**config.mk**
```make
export PLATFORM = sky130hd
export DESIGN_NAME = scan_zone_speed_guard
export DESIGN_NICKNAME = d
export VERILOG_FILES = /design/src/rtl/core/szsg_pkg.sv /design/src/rtl/core/szsg_eval.sv /design/src/rtl/core/scan_zone_speed_guard.sv
export SDC_FILE = /design/constraint.sdc
export NUM_CORES = 1
export LEC_CHECK = 0
export ABC_AREA = 1
export BUFFER_PORTS_ARGS = -buffer_cell sky130_fd_sc_hd__buf_2
export CORE_AREA = 2 2 227 229
export CTS_BUF_LIST = sky130_fd_sc_hd__clkbuf_8
export CTS_CLUSTER_DIAMETER = 100
export DETAILED_ROUTE_END_ITERATION = 8
export DIE_AREA = 0 0 229 231
export GPL_TIMING_DRIVEN = 0
export MAX_ROUTING_LAYER = met4
export SLEW_MARGIN = 30
export SYNTH_ARGS = -nofsm -noshare
export SYNTH_HDL_FRONTEND = slang
export SYNTH_HIERARCHICAL = 1
export SYNTH_SLANG_ARGS = --single-unit
```
**constraint.sdc**
```tcl
create_clock -name clk -period 8.1 [get_ports clk]
set_input_delay 0.81 -clock clk [delete_from_list [all_inputs] [get_ports clk]]
set_output_delay 0.81 -clock clk [all_outputs]
set_load 0.01 [all_outputs]
```
**src/rtl/core/szsg_pkg.sv**
```systemverilog
// Package for the scan zone speed guard: register map, reset values,
// safety level codes and the shared configuration and result types.
// Depends on nothing; every other file of the block imports it.
`default_nettype none

package szsg_pkg;

    // Elaboration defaults for the top-level parameters.
    localparam int DIST_BITS_DEF    = 16;
    localparam int MIN_VALID_MM_DEF = 20;

    // Register map, one 32-bit word per register.
    localparam int          NUM_REGS  = 8;
    localparam int          ADDR_BITS = 5;
    localparam logic [2:0] REG_FRONT_HALF   = 3'd0;
    localparam logic [2:0] REG_STOP_HALF    = 3'd1;
    localparam logic [2:0] REG_FRONT_STOP   = 3'd2;
    localparam logic [2:0] REG_REAR_STOP    = 3'd3;
    localparam logic [2:0] REG_FRONT_CAUT   = 3'd4;
    localparam logic [2:0] REG_REAR_CAUT    = 3'd5;
    localparam logic [2:0] REG_CAUT_SPEED   = 3'd6;
    localparam logic [2:0] REG_SENSOR_MAX   = 3'd7;

    // Register reset values.
    localparam logic [15:0] RST_FRONT_HALF = 16'd8192;
    localparam logic [15:0] RST_STOP_HALF  = 16'd4096;
    localparam logic [15:0] RST_FRONT_STOP = 16'd300;
    localparam logic [15:0] RST_REAR_STOP  = 16'd200;
    localparam logic [15:0] RST_FRONT_CAUT = 16'd800;
    localparam logic [15:0] RST_REAR_CAUT  = 16'd500;
    localparam logic [14:0] RST_CAUT_SPEED = 15'd200;
    localparam logic [15:0] RST_SENSOR_MAX = 16'd12000;

    // Safety level codes.
    localparam logic [1:0] LVL_NORMAL  = 2'd0;
    localparam logic [1:0] LVL_CAUTION = 2'd1;
    localparam logic [1:0] LVL_STOP    = 2'd2;
    localparam logic [1:0] LVL_ESTOP   = 2'd3;

    // Configuration register set.
    typedef struct packed {
        logic [15:0] front_half_angle;
        logic [15:0] stop_half_angle;
        logic [15:0] front_stop_mm;
        logic [15:0] rear_stop_mm;
        logic [15:0] front_caution_mm;
        logic [15:0] rear_caution_mm;
        logic [14:0] caution_speed_mm_s;
        logic [15:0] sensor_max_mm;
    } cfg_t;

    // One result transaction.
    typedef struct packed {
        logic signed [15:0] linear;
        logic signed [15:0] angular;
        logic [1:0]         level;
        logic [15:0]        nearest_mm;
    } res_t;

endpackage

`default_nettype wire

```
**src/rtl/core/szsg_eval.sv**
```systemverilog
// Per-sample evaluation: sector classification, running minima update and
// the safety decision for the last sample of a scan.
// Depends on szsg_pkg for the configuration and result types.
`default_nettype none

module szsg_eval #(
    parameter int DIST_BITS    = szsg_pkg::DIST_BITS_DEF,
    parameter int MIN_VALID_MM = szsg_pkg::MIN_VALID_MM_DEF
) (
    input  szsg_pkg::cfg_t        cfg,
    input  logic [15:0]           range_mm,
    input  logic signed [15:0]    start_angle,
    input  logic signed [15:0]    angle_step,
    input  logic                  first_sample,
    input  logic signed [15:0]    req_linear,
    input  logic signed [15:0]    req_angular,
    input  logic                  estop,
    input  logic [DIST_BITS-1:0]  front_near,
    input  logic [DIST_BITS-1:0]  stop_min,
    input  logic [DIST_BITS-1:0]  rear_near,
    input  logic [15:0]           cur_angle,
    input  logic [15:0]           step_hold,
    output logic [DIST_BITS-1:0]  front_near_next,
    output logic [DIST_BITS-1:0]  stop_min_next,
    output logic [DIST_BITS-1:0]  rear_near_next,
    output logic [15:0]           cur_angle_next,
    output logic [15:0]           step_hold_next,
    output szsg_pkg::res_t        res
);
    import szsg_pkg::*;

    // Compare width covers both the 16-bit fields and the distance width.
    localparam int CW = (DIST_BITS > 16) ? DIST_BITS : 16;
    localparam logic [DIST_BITS-1:0] EMPTY     = {DIST_BITS{1'b1}};
    localparam logic [CW-1:0]        EMPTY_W   = CW'(EMPTY);
    localparam logic [15:0]          MIN_VALID = 16'(MIN_VALID_MM);

    // A minimum hits a threshold only when the sector is not empty.
    function automatic logic hits(input logic [DIST_BITS-1:0] m, input logic [15:0] limit);
        hits = (m != EMPTY) && (CW'(m) <= CW'(limit));
    endfunction

    logic [15:0]          angle_use;
    logic [16:0]          mag;
    logic                 in_front;
    logic                 in_stop;
    logic                 rd_ok;
    logic [CW-1:0]        rng_w;
    logic [DIST_BITS-1:0] rng_d;
    logic [DIST_BITS-1:0] front_base;
    logic [DIST_BITS-1:0] stop_base;
    logic [DIST_BITS-1:0] rear_base;
    logic [DIST_BITS-1:0] nearest;
    logic signed [16:0]   lin_w;
    logic signed [16:0]   lim_pos;
    logic signed [16:0]   lim_neg;
    logic signed [15:0]   lin_clamp;

    // Angle of this sample: restarted on the first sample, then advanced.
    always_comb
    begin
        angle_use      = first_sample ? start_angle : cur_angle;
        step_hold_next = first_sample ? angle_step : step_hold;
        cur_angle_next = angle_use + step_hold_next;
    end

    // Angle magnitude and sector membership; stop sector nests in front.
    always_comb
    begin
        mag      = angle_use[15] ? (17'd0 - {1'b1, angle_use}) : {1'b0, angle_use};
        in_front = mag <= {1'b0, cfg.front_half_angle};
        in_stop  = in_front && (mag <= {1'b0, cfg.stop_half_angle});
    end

    // Reading validity and saturation one below the empty code.
    always_comb
    begin
        rd_ok = (range_mm > MIN_VALID) && (range_mm < cfg.sensor_max_mm);
        rng_w = CW'(range_mm);
        if (rng_w >= EMPTY_W)
        begin
            rng_d = EMPTY - DIST_BITS'(1);
        end
        else
        begin
            rng_d = rng_w[DIST_BITS-1:0];
        end
    end

    // Running minima, cleared at the start of a scan.
    always_comb
    begin
        front_base = first_sample ? EMPTY : front_near;
        stop_base  = first_sample ? EMPTY : stop_min;
        rear_base  = first_sample ? EMPTY : rear_near;
        front_near_next = (rd_ok && in_front && (rng_d < front_base)) ? rng_d : front_base;
        stop_min_next   = (rd_ok && in_stop && (rng_d < stop_base)) ? rng_d : stop_base;
        rear_near_next  = (rd_ok && !in_front && (rng_d < rear_base)) ? rng_d : rear_base;
    end

    // Linear speed clamp for the caution level.
    always_comb
    begin
        lin_w   = {req_linear[15], req_linear};
        lim_pos = {2'b00, cfg.caution_speed_mm_s};
        lim_neg = 17'sd0 - lim_pos;
        if (lin_w > lim_pos)
        begin
            lin_clamp = lim_pos[15:0];
        end
        else if (lin_w < lim_neg)
        begin
            lin_clamp = lim_neg[15:0];
        end
        else
        begin
            lin_clamp = req_linear;
        end
    end

    // Safety decision from the minima after this sample.
    always_comb
    begin
        nearest = (front_near_next < rear_near_next) ? front_near_next : rear_near_next;
        res.linear     = '0;
        res.angular    = '0;
        res.nearest_mm = 16'(nearest);
        if (estop)
        begin
            res.level      = LVL_ESTOP;
            res.nearest_mm = '0;
        end
        else if (hits(stop_min_next, cfg.front_stop_mm) ||
                 hits(rear_near_next, cfg.rear_stop_mm))
        begin
            res.level = LVL_STOP;
        end
        else if (hits(front_near_next, cfg.front_caution_mm) ||
                 hits(rear_near_next, cfg.rear_caution_mm))
        begin
            res.level   = LVL_CAUTION;
            res.linear  = lin_clamp;
            res.angular = req_angular;
        end
        else
        begin
            res.level   = LVL_NORMAL;
            res.linear  = req_linear;
            res.angular = req_angular;
            if (nearest == EMPTY)
            begin
                res.nearest_mm = cfg.sensor_max_mm;
            end
        end
    end

endmodule

`default_nettype wire

```
**src/rtl/core/scan_zone_speed_guard.sv**
```systemverilog
// Scan zone speed guard top level: APB register file, input register,
// scan state registers and the result register.
// Depends on szsg_pkg and szsg_eval.
`default_nettype none

// One range sample is taken per clock while in_stall is low. A sample is
// captured in an input register and evaluated there against the sector
// minima, and a last sample's result is registered and presented on the output.
// Only samples flagged last_sample produce a result transaction; others just
// update the minima. The input stalls only when a last sample is waiting in
// the input register while the result register is still held by out_stall.
// Configuration registers sit at byte address 4*i and read back their field
// bits zero-extended; write them only while no scan is in flight.
module scan_zone_speed_guard #(
    parameter int DIST_BITS    = szsg_pkg::DIST_BITS_DEF,
    parameter int MIN_VALID_MM = szsg_pkg::MIN_VALID_MM_DEF
) (
    input  logic                            clk,
    input  logic                            rst_n,
    // APB configuration port
    input  logic                            psel,
    input  logic                            penable,
    input  logic                            pwrite,
    input  logic [szsg_pkg::ADDR_BITS-1:0]  paddr,
    input  logic [31:0]                     pwdata,
    output logic [31:0]                     prdata,
    output logic                            pready,
    // Sample channel
    input  logic                            in_valid,
    output logic                            in_stall,
    input  logic [15:0]                     range_mm,
    input  logic signed [15:0]              start_angle,
    input  logic signed [15:0]              angle_step,
    input  logic                            first_sample,
    input  logic                            last_sample,
    input  logic signed [15:0]              req_linear,
    input  logic signed [15:0]              req_angular,
    input  logic                            estop,
    // Result channel
    output logic                            out_valid,
    input  logic                            out_stall,
    output logic signed [15:0]              out_linear,
    output logic signed [15:0]              out_angular,
    output logic [1:0]                      safety_level,
    output logic [15:0]                     nearest_mm
);
    import szsg_pkg::*;

    localparam logic [DIST_BITS-1:0] EMPTY = {DIST_BITS{1'b1}};

    cfg_t                 cfg_reg;
    logic                 cfg_wr;
    logic [2:0]           cfg_idx;

    logic                 s1_valid_reg;
    logic [15:0]          s1_range_reg;
    logic signed [15:0]   s1_start_reg;
    logic signed [15:0]   s1_step_reg;
    logic                 s1_first_reg;
    logic                 s1_last_reg;
    logic signed [15:0]   s1_lin_reg;
    logic signed [15:0]   s1_ang_reg;
    logic                 s1_estop_reg;

    logic [DIST_BITS-1:0] front_near_reg;
    logic [DIST_BITS-1:0] stop_min_reg;
    logic [DIST_BITS-1:0] rear_near_reg;
    logic [15:0]          cur_angle_reg;
    logic [15:0]          step_hold_reg;
    logic [DIST_BITS-1:0] front_near_next;
    logic [DIST_BITS-1:0] stop_min_next;
    logic [DIST_BITS-1:0] rear_near_next;
    logic [15:0]          cur_angle_next;
    logic [15:0]          step_hold_next;

    res_t                 res_next;
    res_t                 res_reg;
    logic                 out_valid_reg;

    logic                 out_free;
    logic                 proc;
    logic                 in_take;

    // Register file write and read-back.
    assign pready  = 1'b1;
    assign cfg_idx = paddr[4:2];
    assign cfg_wr  = psel && penable && pwrite;

    always_ff @(posedge clk or negedge rst_n)
    begin
        if (!rst_n)
        begin
            cfg_reg.front_half_angle   <= RST_FRONT_HALF;
            cfg_reg.stop_half_angle    <= RST_STOP_HALF;
            cfg_reg.front_stop_mm      <= RST_FRONT_STOP;
            cfg_reg.rear_stop_mm       <= RST_REAR_STOP;
            cfg_reg.front_caution_mm   <= RST_FRONT_CAUT;
            cfg_reg.rear_caution_mm    <= RST_REAR_CAUT;
            cfg_reg.caution_speed_mm_s <= RST_CAUT_SPEED;
            cfg_reg.sensor_max_mm      <= RST_SENSOR_MAX;
        end
        else if (cfg_wr)
        begin
            unique case (cfg_idx)
                REG_FRONT_HALF: cfg_reg.front_half_angle   <= pwdata[15:0];
                REG_STOP_HALF:  cfg_reg.stop_half_angle    <= pwdata[15:0];
                REG_FRONT_STOP: cfg_reg.front_stop_mm      <= pwdata[15:0];
                REG_REAR_STOP:  cfg_reg.rear_stop_mm       <= pwdata[15:0];
                REG_FRONT_CAUT: cfg_reg.front_caution_mm   <= pwdata[15:0];
                REG_REAR_CAUT:  cfg_reg.rear_caution_mm    <= pwdata[15:0];
                REG_CAUT_SPEED: cfg_reg.caution_speed_mm_s <= pwdata[14:0];
                REG_SENSOR_MAX: cfg_reg.sensor_max_mm      <= pwdata[15:0];
                default: ;
            endcase
        end
    end

    always_comb
    begin
        unique case (cfg_idx)
            REG_FRONT_HALF: prdata = {16'd0, cfg_reg.front_half_angle};
            REG_STOP_HALF:  prdata = {16'd0, cfg_reg.stop_half_angle};
            REG_FRONT_STOP: prdata = {16'd0, cfg_reg.front_stop_mm};
            REG_REAR_STOP:  prdata = {16'd0, cfg_reg.rear_stop_mm};
            REG_FRONT_CAUT: prdata = {16'd0, cfg_reg.front_caution_mm};
            REG_REAR_CAUT:  prdata = {16'd0, cfg_reg.rear_caution_mm};
            REG_CAUT_SPEED: prdata = {17'd0, cfg_reg.caution_speed_mm_s};
            REG_SENSOR_MAX: prdata = {16'd0, cfg_reg.sensor_max_mm};
            default:        prdata = '0;
        endcase
    end

    // Flow control: a sample in the input register is evaluated unless it
    // ends a scan and the result register cannot take its transaction.
    assign out_free = !out_valid_reg || !out_stall;
    assign proc     = s1_valid_reg && (!s1_last_reg || out_free);
    assign in_stall = s1_valid_reg && !proc;
    assign in_take  = in_valid && !in_stall;

    // Input register.
    always_ff @(posedge clk or negedge rst_n)
    begin
        if (!rst_n)
        begin
            s1_valid_reg <= 1'b0;
        end
        else if (in_take)
        begin
            s1_valid_reg <= 1'b1;
        end
        else if (proc)
        begin
            s1_valid_reg <= 1'b0;
        end
    end

    always_ff @(posedge clk)
    begin
        if (in_take)
        begin
            s1_range_reg <= range_mm;
            s1_start_reg <= start_angle;
            s1_step_reg  <= angle_step;
            s1_first_reg <= first_sample;
            s1_last_reg  <= last_sample;
            s1_lin_reg   <= req_linear;
            s1_ang_reg   <= req_angular;
            s1_estop_reg <= estop;
        end
    end

    // Sample evaluation.
    szsg_eval #(
        .DIST_BITS    (DIST_BITS),
        .MIN_VALID_MM (MIN_VALID_MM)
    ) u_eval (
        .cfg             (cfg_reg),
        .range_mm        (s1_range_reg),
        .start_angle     (s1_start_reg),
        .angle_step      (s1_step_reg),
        .first_sample    (s1_first_reg),
        .req_linear      (s1_lin_reg),
        .req_angular     (s1_ang_reg),
        .estop           (s1_estop_reg),
        .front_near      (front_near_reg),
        .stop_min        (stop_min_reg),
        .rear_near       (rear_near_reg),
        .cur_angle       (cur_angle_reg),
        .step_hold       (step_hold_reg),
        .front_near_next (front_near_next),
        .stop_min_next   (stop_min_next),
        .rear_near_next  (rear_near_next),
        .cur_angle_next  (cur_angle_next),
        .step_hold_next  (step_hold_next),
        .res             (res_next)
    );

    // Scan state: sector minima and the angle tracker.
    always_ff @(posedge clk or negedge rst_n)
    begin
        if (!rst_n)
        begin
            front_near_reg <= EMPTY;
            stop_min_reg   <= EMPTY;
            rear_near_reg  <= EMPTY;
            cur_angle_reg  <= '0;
            step_hold_reg  <= '0;
        end
        else if (proc)
        begin
            front_near_reg <= front_near_next;
            stop_min_reg   <= stop_min_next;
            rear_near_reg  <= rear_near_next;
            cur_angle_reg  <= cur_angle_next;
            step_hold_reg  <= step_hold_next;
        end
    end

    // Result register.
    always_ff @(posedge clk or negedge rst_n)
    begin
        if (!rst_n)
        begin
            out_valid_reg <= 1'b0;
        end
        else if (proc && s1_last_reg)
        begin
            out_valid_reg <= 1'b1;
        end
        else if (!out_stall)
        begin
            out_valid_reg <= 1'b0;
        end
    end

    always_ff @(posedge clk)
    begin
        if (proc && s1_last_reg)
        begin
            res_reg <= res_next;
        end
    end

    assign out_valid    = out_valid_reg;
    assign out_linear   = res_reg.linear;
    assign out_angular  = res_reg.angular;
    assign safety_level = res_reg.level;
    assign nearest_mm   = res_reg.nearest_mm;

    // The stop sector is a subset of the front sector, so its minimum
    // can never be below the front minimum.
    assert property (@(posedge clk) disable iff (!rst_n)
        stop_min_reg >= front_near_reg)
        else $error("stop sector minimum below front minimum");

    // An emergency stop result always commands zero motion and distance.
    assert property (@(posedge clk) disable iff (!rst_n)
        out_valid_reg && (res_reg.level == LVL_ESTOP) |->
            (res_reg.linear == 16'sd0) && (res_reg.angular == 16'sd0) &&
            (res_reg.nearest_mm == 16'd0))
        else $error("emergency stop result carries motion");

    // A caution result keeps the linear speed within the configured limit.
    assert property (@(posedge clk) disable iff (!rst_n)
        out_valid_reg && (res_reg.level == LVL_CAUTION) |->
            ($signed({res_reg.linear[15], res_reg.linear}) <=
                 $signed({2'b00, cfg_reg.caution_speed_mm_s})) &&
            ($signed({res_reg.linear[15], res_reg.linear}) >=
                 -$signed({2'b00, cfg_reg.caution_speed_mm_s})))
        else $error("caution result exceeds speed limit");

    // A stall holds a scan-ending sample in the input register untouched.
    assert property (@(posedge clk) disable iff (!rst_n)
        in_stall |=> s1_valid_reg && s1_last_reg)
        else $error("stalled sample lost from the input register");

endmodule

`default_nettype wire

```
# After elaboration in Yosys (flattened, before gate mapping)
# Index checks and enable logic that the tools add are counted.
# classes
n_addsub	3
multipliers	0
div	0
magnitude_cmp	15
eq_ne	12
shift	0
muxes	23
n_bitwise	0
reduce_logical	39
# op_table
op	n
32-bit one-hot mux with 8 select lines	1
16-bit 2-to-1 mux	15
16-bit less-than comparator	6
16-bit <= comparator	4
16-bit != test, second input constant	3
17-bit by 16-bit <= comparator with 1-bit output	2
34-bit 2-to-1 mux	1
1-bit logical AND	18
17-bit 2-to-1 mux	1
1-bit by 17-bit subtractor with 17-bit output, first input constant	1
16-bit adder	1
16-bit equality test, second input constant	1
16-bit greater-or-equal comparator, second input constant	1
16-bit greater-than comparator	1
16-bit by 5-bit greater-than comparator with 1-bit output, second input constant	1
2-bit AND reduction	8
1-bit by 15-bit subtractor with 16-bit output, first input constant	1
3-bit equality test, second input constant	4
3-bit by 2-bit equality test with 1-bit output, second input constant	2
1-bit logical NOT	6
1-bit 2-to-1 mux	5
1-bit logical OR	4
3-bit by 1-bit equality test with 1-bit output, second input constant	1
3-bit logical NOT	1
other kinds (3)	3
# word_totals
regBits	342
latch_bits	0
ram_bits	0
mem_bits_ro	0
inputBits	127
out_inout_bits	85
n_memories	0

# Logic depth before layout (Yosys ltp)
# Gate-level depths: netlist (run 1).
# logic_depth
word_depth	14
mapped_depth	48
ltp_nobuf	43

# Modules after synthesis
# The synthesis (run 1) kept the hierarchy.
# by_module_without_submodules
module	n_inst	cells_each	area_per_inst_um2
scan_zone_speed_guard	1	1227	13551.7
szsg_eval	1	1518	8997.4

# Least setup slack after synthesis (run 1)
# OpenSTA, ideal clock, no wires.
# synth_timing
path_type	reg2reg
start	register s1_first_reg
end	register res_reg (netlist bit nearest_mm[10]), data pin
setup_time_ns	0.249
t_arrival_ns	6.079
required_ns	7.851
slack_ns	1.771
stages_incl_launch_ff	42
n_path_buf	6
synth_period_minus_slack_ns	6.329
path_cell_list	edfxtp_1 buf_4 clkbuf_1 inv_1 clkbuf_1 or2_2 o21ai_0 ha_1 nand3_1 nor3_1 nand3_1 o31ai_1 nand2_1 xnor2_1 inv_1 ha_1 a21oi_1 o21ai_0 [6 not listed] buf_6 o21ai_1 ha_1 a21oi_1 nor2_1 a211oi_1 o221a_2 nand2_8 buf_6 nand2_1 o21ai_1 nor2_1 nand2_2 nor2_8 buf_12 nand3_2 nand2_1 inv_1
# synth_via
word_cells_on_any_way	41
classes_between	add/sub: 1; order compare: 10; eq/ne: 4; mux: 12; reduce/logical: 14
# synth_rtl
item	line	source
from (decl)	scan_zone_speed_guard.sv:59	logic s1_first_reg;
from (signal assigned)	scan_zone_speed_guard.sv:164	s1_first_reg <= first_sample;
16-bit 2-to-1 mux	szsg_eval.sv:62	angle_use = first_sample ? start_angle : cur_angle;
1-bit by 17-bit subtractor with 17-bit output	szsg_eval.sv:70	mag = angle_use[15] ? (17'd0 - {1'b1, angle_use}) : {1'b0, angle_use};
17-bit 2-to-1 mux	szsg_eval.sv:70	
17-bit by 16-bit <= comparator with 1-bit output	szsg_eval.sv:71	in_front = mag <= {1'b0, cfg.front_half_angle};
1-bit logical AND (2 in series)	szsg_eval.sv:96	front_near_next = (rd_ok && in_front && (rng_d < front_base)) ? rng_d : front_base;
16-bit 2-to-1 mux *	szsg_eval.sv:96	
net front_near_next[9]	scan_zone_speed_guard.sv:70	logic [DIST_BITS-1:0] front_near_next;
16-bit less-than comparator	szsg_eval.sv:124	nearest = (front_near_next < rear_near_next) ? front_near_next : rear_near_next;
16-bit 2-to-1 mux	szsg_eval.sv:124	
16-bit equality test	szsg_eval.sv:150	if (nearest == EMPTY)
16-bit 2-to-1 mux	szsg_eval.sv:150	
16-bit 2-to-1 mux	szsg_eval.sv:138	else if (hits(front_near_next, cfg.front_caution_mm) ||
16-bit 2-to-1 mux *	szsg_eval.sv:133	else if (hits(stop_min_next, cfg.front_stop_mm) ||
to (signal assigned)	scan_zone_speed_guard.sv:240	res_reg <= res_next;
to (decl)	scan_zone_speed_guard.sv:77	res_t res_reg;
# The timed path passes the listed nets; every way through them passes the cells marked *.
# A chain may end at the register's enable or synchronous reset.

# Final worst setup path (run 1)
# layout_timing
start	register s1_first_reg
end	register res_reg (netlist bit nearest_mm[15]), data pin
# layout_via
elab_chain_cells	14
word_cells_on_any_way	41
classes_between	add/sub: 1; order compare: 10; eq/ne: 4; mux: 12; reduce/logical: 14
# layout_lines
item	line	source
16-bit 2-to-1 mux	szsg_eval.sv:62	
1-bit by 17-bit subtractor with 17-bit output	szsg_eval.sv:70	
17-bit 2-to-1 mux	szsg_eval.sv:70	
17-bit by 16-bit <= comparator with 1-bit output	szsg_eval.sv:71	
1-bit logical NOT	szsg_eval.sv:98	rear_near_next = (rd_ok && !in_front && (rng_d < rear_base)) ? rng_d : rear_base;
1-bit logical AND (2 in series)	szsg_eval.sv:98	
16-bit 2-to-1 mux *	szsg_eval.sv:98	
net rear_near_next[15]	scan_zone_speed_guard.sv:72	logic [DIST_BITS-1:0] rear_near_next;
16-bit less-than comparator	szsg_eval.sv:124	
16-bit 2-to-1 mux	szsg_eval.sv:124	
16-bit equality test	szsg_eval.sv:150	
16-bit 2-to-1 mux	szsg_eval.sv:150	
16-bit 2-to-1 mux	szsg_eval.sv:138	
16-bit 2-to-1 mux *	szsg_eval.sv:133	
# Marks and branches as above.

==> impl_metrics.yaml, run 1 <==
global_routing:
  antenna_found_initial: 0
  overflow: 0
  grtUsageTotal: 0.290
  first_global_vias: 19308
  grt_max_degree: 77
  grt_pass1_wl_um: 113000
timing:
  clock_skew_ns: 0.0516
  finalCritPeriodShare: 0.944
  fin_setup_tns_ns: 0
  finalCriticalPeriod_ns: 7.65
  slew_violations: 0
  maxSlewHeadroom: 0.466
  fmax_mhz: 131
  fin_ws_ns: 0.454
  worstMarginPinSlew_ns: 0.801
  setup_viol: 0
  finalHoldViolCount: 0
  hold_ws_ns: 0.171
finish:
  utilization: 0.512
  antennaDiodeCount: 0
  stdcell_area_um2: 25900
  largest_reg_flops: 127
  nets: 3355
  nFillCells: 4945
  areaGrowthSynthToFinish_pct: 15.1
  final_layout_size_suffix_gt1_frac: 0.187
route:
  via_per_inst: 5.40
  drt-pass1-iter-count: 6
  drt_iter0_drc: 1742
  wl_per_cell_um: 20.1
  vias: 20205
  drt_wl_total_um: 75100
  drc_errors: 0
  ant_nets: 0
yosys:
  synth.largest_area_cell: "edfxtp_1"
  syn_area_um2: 22500
  synth.top_cell.area_share: 0.177
  ys_seq_area_frac: 0.413
  async_reset_ff_frac: 0.611
  ys_seq_elements: 342
  synth.most_common_cell: "nand2_1"
  synth_cell_types: 66
  synth_commonest_cells: "nand2_1 (620), inv_1 (321), nor2_1 (267)"
  yosys-top-cells-area: "edfxtp_1 (18%), dfrtp_1 (15%), ha_1 (12%)"
  synth_top_flop_cell: "edfxtp_1"
  yosysWarnings: 6
  avgSynthCellArea_um2: 8.21
  synth_cells: 2745
  synth_edf_count: 133
setup_path:
  critPathSlowestCell: "or2_2"
  path_class: "reg2reg"
  r2r-start: "s1_first_reg"
  crit_path_end: "nearest_mm[15]"
  reg2reg_depth: 42
  crit_path_max_fanout: 10
  startpoint_type: "flop"
  critPathMaxStageDelay_ns: 0.34
  regToRegEndpoint: "nearest_mm[15]"
  cp.arrival_ns: 8.02
  startpoint: "s1_first_reg"
  end_kind: "flop"
  cp.required_ns: 8.48
  reg2reg_slack_ns: 0.45
run:
  maxCapViolations: 0
floorplan:
  chipHeight_um: 231
  coreArea_um2: 50700
  die_w_um: 229
  ios: 212
  start_util: 0.445
  die-area_um2: 52900
  num_rows: 83
clocking:
  clkTransAtPathRegs_ns: 0.06
  clock-root-buffer: "clkbuf_8"
  cts_hold_buf: 0
  clock_path_buffers: 3
  tritoncts: "built"
  htreeDepth: 3
  clk-insertion-delay-late_ns: 0.66
  clock_sinks: 342
  cts_buffers: 68
outcome:
  status: "finished clean"
worst_hold_path:
  hold_path.class: "in2async"
placed_design:
  io_buffers: 173
  gp_congestion: 0.981
  hpwl_um: 57800
  preCtsSetupSlack_ns: -0.742
  post_dp_cell_area_um2: 24500
pwr:
  power.leakage_nw: 12.7
  power_density_nw_per_um2: 285
  peakVddDrop_v: 0.000138
[logic make-up after synthesis]
kind of cell	Yosys count	share of synthesized area
compound gates	410	0.109
xor+xnor	38	0.0148
fa+ha+maj	219	0.122
buf+inv	480	0.0936
flops	342	0.413
mux	2	0.000888
other cells	2	0.000333
simple gates	1252	0.246
[routing by layer]
metal	GRT usage	vias to the layer above	part of all wire
met4	0.127	0	0.044
met3	0.0574	182	0.071
met5	-	-	0
met2	0.463	746	0.47
li1	-	9666	-
met1	0.358	9611	0.42
[power by group]
group	switching (mW)	internal (mW)	leakage (nW)
registers	0.302	2.22	3.75
clock network	0.783	0.996	0.779
logic	1.98	1.11	8.17
total	3.06	4.33	12.7
[worst min path at each step]
stage | startpoint | end | slack [ns]
after global routing | rst_n | step_hold_reg[13] | 0.17
after floorplan | cur_angle_reg[0] | cur_angle_reg[0] | 0.44
after global placement | cur_angle_reg[9] | cur_angle_reg[9] | 0.45
final | rst_n | step_hold_reg[0] | 0.17
after detailed placement | stop_min_reg[4] | stop_min_reg[4] | 0.45
after CTS | rst_n | step_hold_reg[1] | 0.12
[worst max-delay path: cells and delay by family, from the launching register on]
family                     cells  cell delay (ns)
AOI/OAI and AO/OA              6             1.24
xor gates and xnor gates       1             0.14
DFF                            1             0.32
and+or+nand+nor               22             3.20
adders and majority gates      3             0.90
buffers and inverters         10             1.53
[cell type report]
cell class                 instances  area (um2)  area share
multi-input combinational       1938       11300       0.434
sequential                       342        9320       0.359
inverter                         326        1230      0.0475
clock buffer                      84        1160      0.0446
timing repair buffer             179        1020      0.0393
buffer                           154         897      0.0346
tap                              680         851      0.0328
clock inverter                    36         211     0.00815
[placed cells by master (no fill, tap or decap), drive strengths merged, types with 10 or more instances in the layout]
master	count
nand2	633
inv	349
nor2	277
buf	262
ha	218
o21ai	208
nand3	180
clkbuf	154
dfrtp	133
edfxtp	133
a21oi	132
nand4	100
dfstp	76
nor3	37
xor2	32
a211oi	23
conb	17
or2	17
o21a	10
[stage by stage]
stage,power (mW),std cells
after floorplan,4.59,2760
after detailed placement,5.56,3618
after global routing,7.92,3739
final,7.39,3739
after global placement,5.44,3613
after CTS,7.38,3738
[what timing repair did]
| action | in CTS | in global routing |
|---|---|---|
| setup endpoints to repair | 50 | 50 |
| pin swaps | 0 | 0 |
| gates resized for setup | 14 | 23 |
| buffers inserted | 0 | 1 |
No activity file was read; power rests on OpenSTA's default activity.
==> run 2: changes to the inputs <==
Settings changed: PLACE_DENSITY set to 0.65.
Clock period 8.1 ns to 6.45 ns, I/O delays scaled along.
==> run 2 against run 1 <==
- the flow now finishes with violations (negative setup slack)
- clock power rose by 17%
- first-iteration DRC count rose by 3.2%
- power is 38% higher
- largest cell class unchanged
==> impl_metrics.yaml, run 2 (synthesis results as in run 1) <==
finish:
  final_layout_size_suffix_gt1_frac: 0.254
  layout_common_cells: "nand2_1 (603), inv_1 (313), nor2_1 (252)"
  largest_reg_flops: 127
  nets: 3433
  antennaDiodeCount: 0
  final_common_cell: "nand2_1"
  final_cells: 3818
  nFillCells: 4674
  areaGrowthSynthToFinish_pct: 23.1
  stdcell_area_um2: 27800
global_routing:
  grt_pass1_wl_um: 115000
  grtUsageTotal: 0.291
  first_global_vias: 20077
  grt_max_degree: 75
  antenna_found_initial: 0
  overflow: 0
route:
  drc_errors: 0
  wl_per_cell_um: 20.1
  drt_iter0_drc: 1798
  ant_nets: 0
  via_per_inst: 5.44
  vias: 20754
  drt-pass1-iter-count: 6
  drt_wl_total_um: 76800
setup_path:
  end_kind: "flop"
  critPathSlowestCell: "edfxtp_1"
  cp.required_ns: 6.86
  reg2reg_depth: 44
  r2r-start: "s1_first_reg"
  startpoint_type: "flop"
  path_class: "reg2reg"
  critPathMaxStageDelay_ns: 0.34
  cp.arrival_ns: 7.21
  crit_path_max_fanout: 5
  path_common_cell: "nand3_2"
  crit_path_end: "nearest_mm[15]"
  startpoint: "s1_first_reg"
  regToRegEndpoint: "nearest_mm[15]"
  reg2reg_slack_ns: -0.35
timing:
  worstMarginPinSlew_ns: 0.836
  clock_skew_ns: 0.0444
  fin_ws_ns: -0.345
  fin_setup_tns_ns: -8.33
  finalCritPeriodShare: 1.05
  finalHoldViolCount: 0
  setup_viol: 32
  fmax_mhz: 147
  finalCriticalPeriod_ns: 6.80
  maxSlewHeadroom: 0.443
  rsz0062_at_grt: "true"
  slew_violations: 0
clocking:
  clock_sinks: 342
  clkTransAtPathRegs_ns: 0.07
  htreeDepth: 2
  cts_buffers: 59
  clock_path_buffers: 3
  clk-insertion-delay-late_ns: 0.69
  tritoncts: "built"
  clock-root-buffer: "clkbuf_8"
placed_design:
  gp_congestion: 1.01
  io_buffers: 173
  place_inst: 3620
  hpwl_um: 57200
  post_dp_cell_area_um2: 24500
  preCtsSetupSlack_ns: -2.42
floorplan:
  die_w_um: 229
  chipHeight_um: 231
  die-area_um2: 52900
  ios: 212
  start_util: 0.445
  coreArea_um2: 50700
  num_rows: 83
pwr:
  p_int_mw: 5.95
  netSwitchingFraction: 0.417
  peakVddDrop_v: 0.000227
  p_switching_mw: 4.25
  pwr-share-comb: 0.485
  power_frac_seq: 0.311
  p_clk_frac: 0.204
  power.leakage_nw: 13.3
  power_density_nw_per_um2: 367
outcome:
  status: "complete, but fails checks"
  failed_checks: "negative setup slack"
worst_hold_path:
  hold_path.class: "in2reg"
run:
  maxCapViolations: 0
[run 2: cell count changes in the layout (fill, tap and decap cells not counted), sizes merged]
cell / previous run / this run
buf: 262 / 351
bufbuf: 0 / 1
bufinv: 2 / 3
clkbuf: 154 / 135
clkinv: 9 / 19
clkinvlp: 2 / 4
dlygate4sd3: 1 / 2
inv: 349 / 342
nand2: 633 / 634
[run 2: how the worst min path moves through the flow]
stage / startpoint / endpoint / slack [ns] / cells past startpoint
finish: req_linear[11] / s1_lin_reg[11] / 0.13 / 1
global route: req_angular[5] / s1_ang_reg[5] / 0.12 / 1
CTS: req_linear[11] / s1_lin_reg[11] / 0.09 / 1
detailed placement: front_near_reg[4] / front_near_reg[4] / 0.46 / 2
global placement: front_near_reg[2] / front_near_reg[2] / 0.45 / 2
floorplan: rst_n / cfg_reg[0] / 0.35 / 0
[run 2: layout make-up]
type	instances	area (um2)	area share
Buffer	154	1030	0.0372
Inverter	326	1240	0.0448
Sequential cell	342	9320	0.336
Timing Repair Buffer	265	1910	0.0689
Clock inverter	42	279	0.0100
Multi-Input combinational cell	1939	12200	0.438
Clock buffer	70	963	0.0347
Tap cell	680	851	0.0306
[run 2: power by group through the flow]
stage | Combinational (mW) | Clock (mW) | Sequential, mW
floorplan | 2.73 | 0 | 3.03
global placement | 3.62 | 0 | 3.19
detailed placement | 3.78 | 0 | 3.18
CTS | 4.33 | 2.12 | 3.15
global route | 5.43 | 2.22 | 3.21
finish | 4.94 | 2.08 | 3.17
[run 2: stage by stage]
step | total power [mW] | hold slack (ns) | util
2_1_floorplan | 5.76 | 0.349 | -
3_3_place_gp | 6.80 | 0.452 | 0.480
3_5_place_dp | 6.96 | 0.455 | 0.484
4_1_cts | 9.61 | 0.0901 | 0.531
5_1_grt | 10.9 | 0.121 | 0.548
6_report | 10.2 | 0.131 | 0.548
[run 2: metal layers]
layer | global-route usage | wire (um) | vias up
met5 | - | 0 | -
met4 | 0.159 | 4530 | 0
met3 | 0.0508 | 5230 | 268
met2 | 0.463 | 35900 | 848
met1 | 0.352 | 31100 | 9799
li1 | - | - | 9839
[run 2: worst max-delay path: cells and delay by family (launching register included)]
kind	cells	cell delay (ns)
buf+inv	12	1.60
simple gates	24	3.01
flops	1	0.34
xor+xnor	1	0.15
fa+ha+maj	2	0.54
compound gates	5	0.85
[run 2: repair_timing]
item                       4_1_cts  5_1_grt
hold endpoints to repair        25        0
setup buffers                   49       29
hold buffers                     1        0
gates resized for setup        162      138
setup endpoints to repair       63       50
gates cloned                     5        3
pin swaps                       26       66
==> run 3: changes to the inputs <==
Settings changed: PLACE_DENSITY 0.65 to 0.61.
==> run 3 against run 2 <==
- clock-buffer cell count is 5 lower
- critical path depth is 1 lower
- routed wire length grew 2.8%
- the run still ends with negative setup slack left
- clock skew grew 0.0093 ns
- worst hold slack worse by 0.018 ns
- utilization increased by 1.1 points
- power grew 3.5%
- sequential power about the same
- non-clock buffer count increased by 28
- largest cell class unchanged
- final area rose by 2.1%
- sequential share of layout area shrank 0.68 points
- first-iteration DRC count shrank 12%
==> impl_metrics.yaml, run 3 (synthesis results as in run 1) <==
timing:
  finalCriticalPeriod_ns: 6.77
  fin_setup_tns_ns: -6.83
  slew_violations: 0
  worstMarginPinSlew_ns: 0.797
  clock_skew_ns: 0.0537
  setup_viol: 32
  fin_ws_ns: -0.321
  finalHoldViolCount: 0
  finalCritPeriodShare: 1.05
  rsz0062_at_grt: "true"
  maxSlewHeadroom: 0.468
  fmax_mhz: 148
global_routing:
  grtUsageTotal: 0.297
  antenna_found_initial: 1
  grt_pass1_wl_um: 117000
  grt_max_degree: 77
  overflow: 0
  first_global_vias: 20158
setup_path:
  cp.arrival_ns: 7.23
  crit_path_max_fanout: 7
  startpoint_type: "flop"
  reg2reg_depth: 43
  cp.required_ns: 6.91
  end_kind: "flop"
  critPathMaxStageDelay_ns: 0.34
  path_class: "reg2reg"
  critPathSlowestCell: "edfxtp_1"
  reg2reg_slack_ns: -0.32
  startpoint: "s1_first_reg"
  regToRegEndpoint: "nearest_mm[15]"
  r2r-start: "s1_first_reg"
  crit_path_end: "nearest_mm[15]"
worst_hold_path:
  hold_path.class: "in2reg"
  hold_depth: 1
outcome:
  failed_checks: "negative setup slack"
  status: "complete, but fails checks"
pwr:
  power.leakage_nw: 13.5
  peakVddDrop_v: 0.000212
  power_density_nw_per_um2: 372
  p_total_mw: 10.6
route:
  drt_wl_total_um: 79000
  top_layer: "met4"
  drt_iter0_drc: 1588
  wl_per_cell_um: 20.5
  dr_wl_met3_um: 5070
  vias: 20769
  wl_met2_um: 38100
  ant_nets: 0
  drc_errors: 0
  via_per_inst: 5.39
  drt-pass1-iter-count: 5
  met1_length_um: 32400
floorplan:
  coreArea_um2: 50700
  start_util: 0.445
  die_w_um: 229
  ios: 212
  num_rows: 83
  chipHeight_um: 231
  die-area_um2: 52900
placed_design:
  io_buffers: 173
  hpwl_um: 57500
  gp_congestion: 0.950
  preCtsSetupSlack_ns: -2.60
clocking:
  clock_path_buffers: 3
  clock-root-buffer: "clkbuf_8"
  htreeDepth: 2
  clock_sinks: 342
  cts_buffers: 61
  clkTransAtPathRegs_ns: 0.06
  tritoncts: "built"
  clk-insertion-delay-late_ns: 0.70
finish:
  final_common_cell: "nand2_1"
  register_area_um2: 9320
  layout_common_cells: "nand2_1 (598), inv_1 (299), nor2_1 (239)"
  areaGrowthSynthToFinish_pct: 25.7
  nets: 3463
  multiInputGateArea_um2: 12400
  nFillCells: 4704
  final_layout_size_suffix_gt1_frac: 0.275
  largest_reg_flops: 127
run:
  maxCapViolations: 0
run 3: worst max-delay path: cells and delay by family (launching register included):
family          cells  cell delay [ns]
xor+xnor            1             0.18
flops               1             0.34
simple gates       20             2.69
buf+inv            13             1.63
fa+ha+maj           2             0.45
compound gates      7             1.17
run 3: layout make-up:
cell class / count / share of cell area
inverter: 326 / 0.0443
clock inverter: 51 / 0.0127
clock buffer: 65 / 0.0316
sequential: 342 / 0.329
tap: 680 / 0.0300
antenna: 1 / 0.0000883
buffer: 153 / 0.0376
timing repair buffer: 294 / 0.0771
multi-input combinational: 1939 / 0.438
run 3: how the worst min path moves through the flow:
stage                             from                  to  slack [ns]
global placement      cur_angle_reg[9]    cur_angle_reg[9]        0.45
global route              first_sample        s1_first_reg        0.09
CTS                       first_sample        s1_first_reg        0.07
finish                    first_sample        s1_first_reg        0.11
detailed placement  front_near_reg[13]  front_near_reg[13]        0.45
floorplan                        rst_n          cfg_reg[0]        0.35
run 3: power by group:
group | leakage [nW] | total (mW) | switching [mW] | internal (mW)
logic | 9.06 | 5.25 | 3.03 | 2.21
registers | 3.75 | 3.18 | 0.390 | 2.79
clock network | 0.705 | 2.13 | 0.993 | 1.14
total | 13.5 | 10.6 | 4.41 | 6.14
run 3: what timing repair did:
| item | CTS | global route |
|---|---|---|
| hold buffers | 1 | 0 |
| pin swaps | 44 | 71 |
| gates cloned | 4 | 6 |
| gates resized for setup | 208 | 184 |
| endpoints found under the setup margin | 68 | 50 |
| endpoints found under the hold margin | 27 | 0 |
| setup buffers | 64 | 46 |
run 3: stage by stage:
stage / instances / hold slack (ns) / utilization / instance area, um2
after floorplan: 2760 / 0.349 / - / 22600
after global placement: 3613 / 0.451 / 0.480 / 24300
after detailed placement: 3618 / 0.453 / 0.483 / 24500
after CTS: 3803 / 0.0711 / 0.536 / 27200
after global routing: 3851 / 0.0929 / 0.559 / 28300
final: 3851 / 0.113 / 0.559 / 28300
run 3: metal layers:
| metal | vias up | global-route usage |
|---|---|---|
| li1 | 9902 | - |
| met1 | 9878 | 0.364 |
| met2 | 786 | 0.488 |
| met3 | 203 | 0.0484 |
| met4 | 0 | 0.126 |
| met5 | - | - |
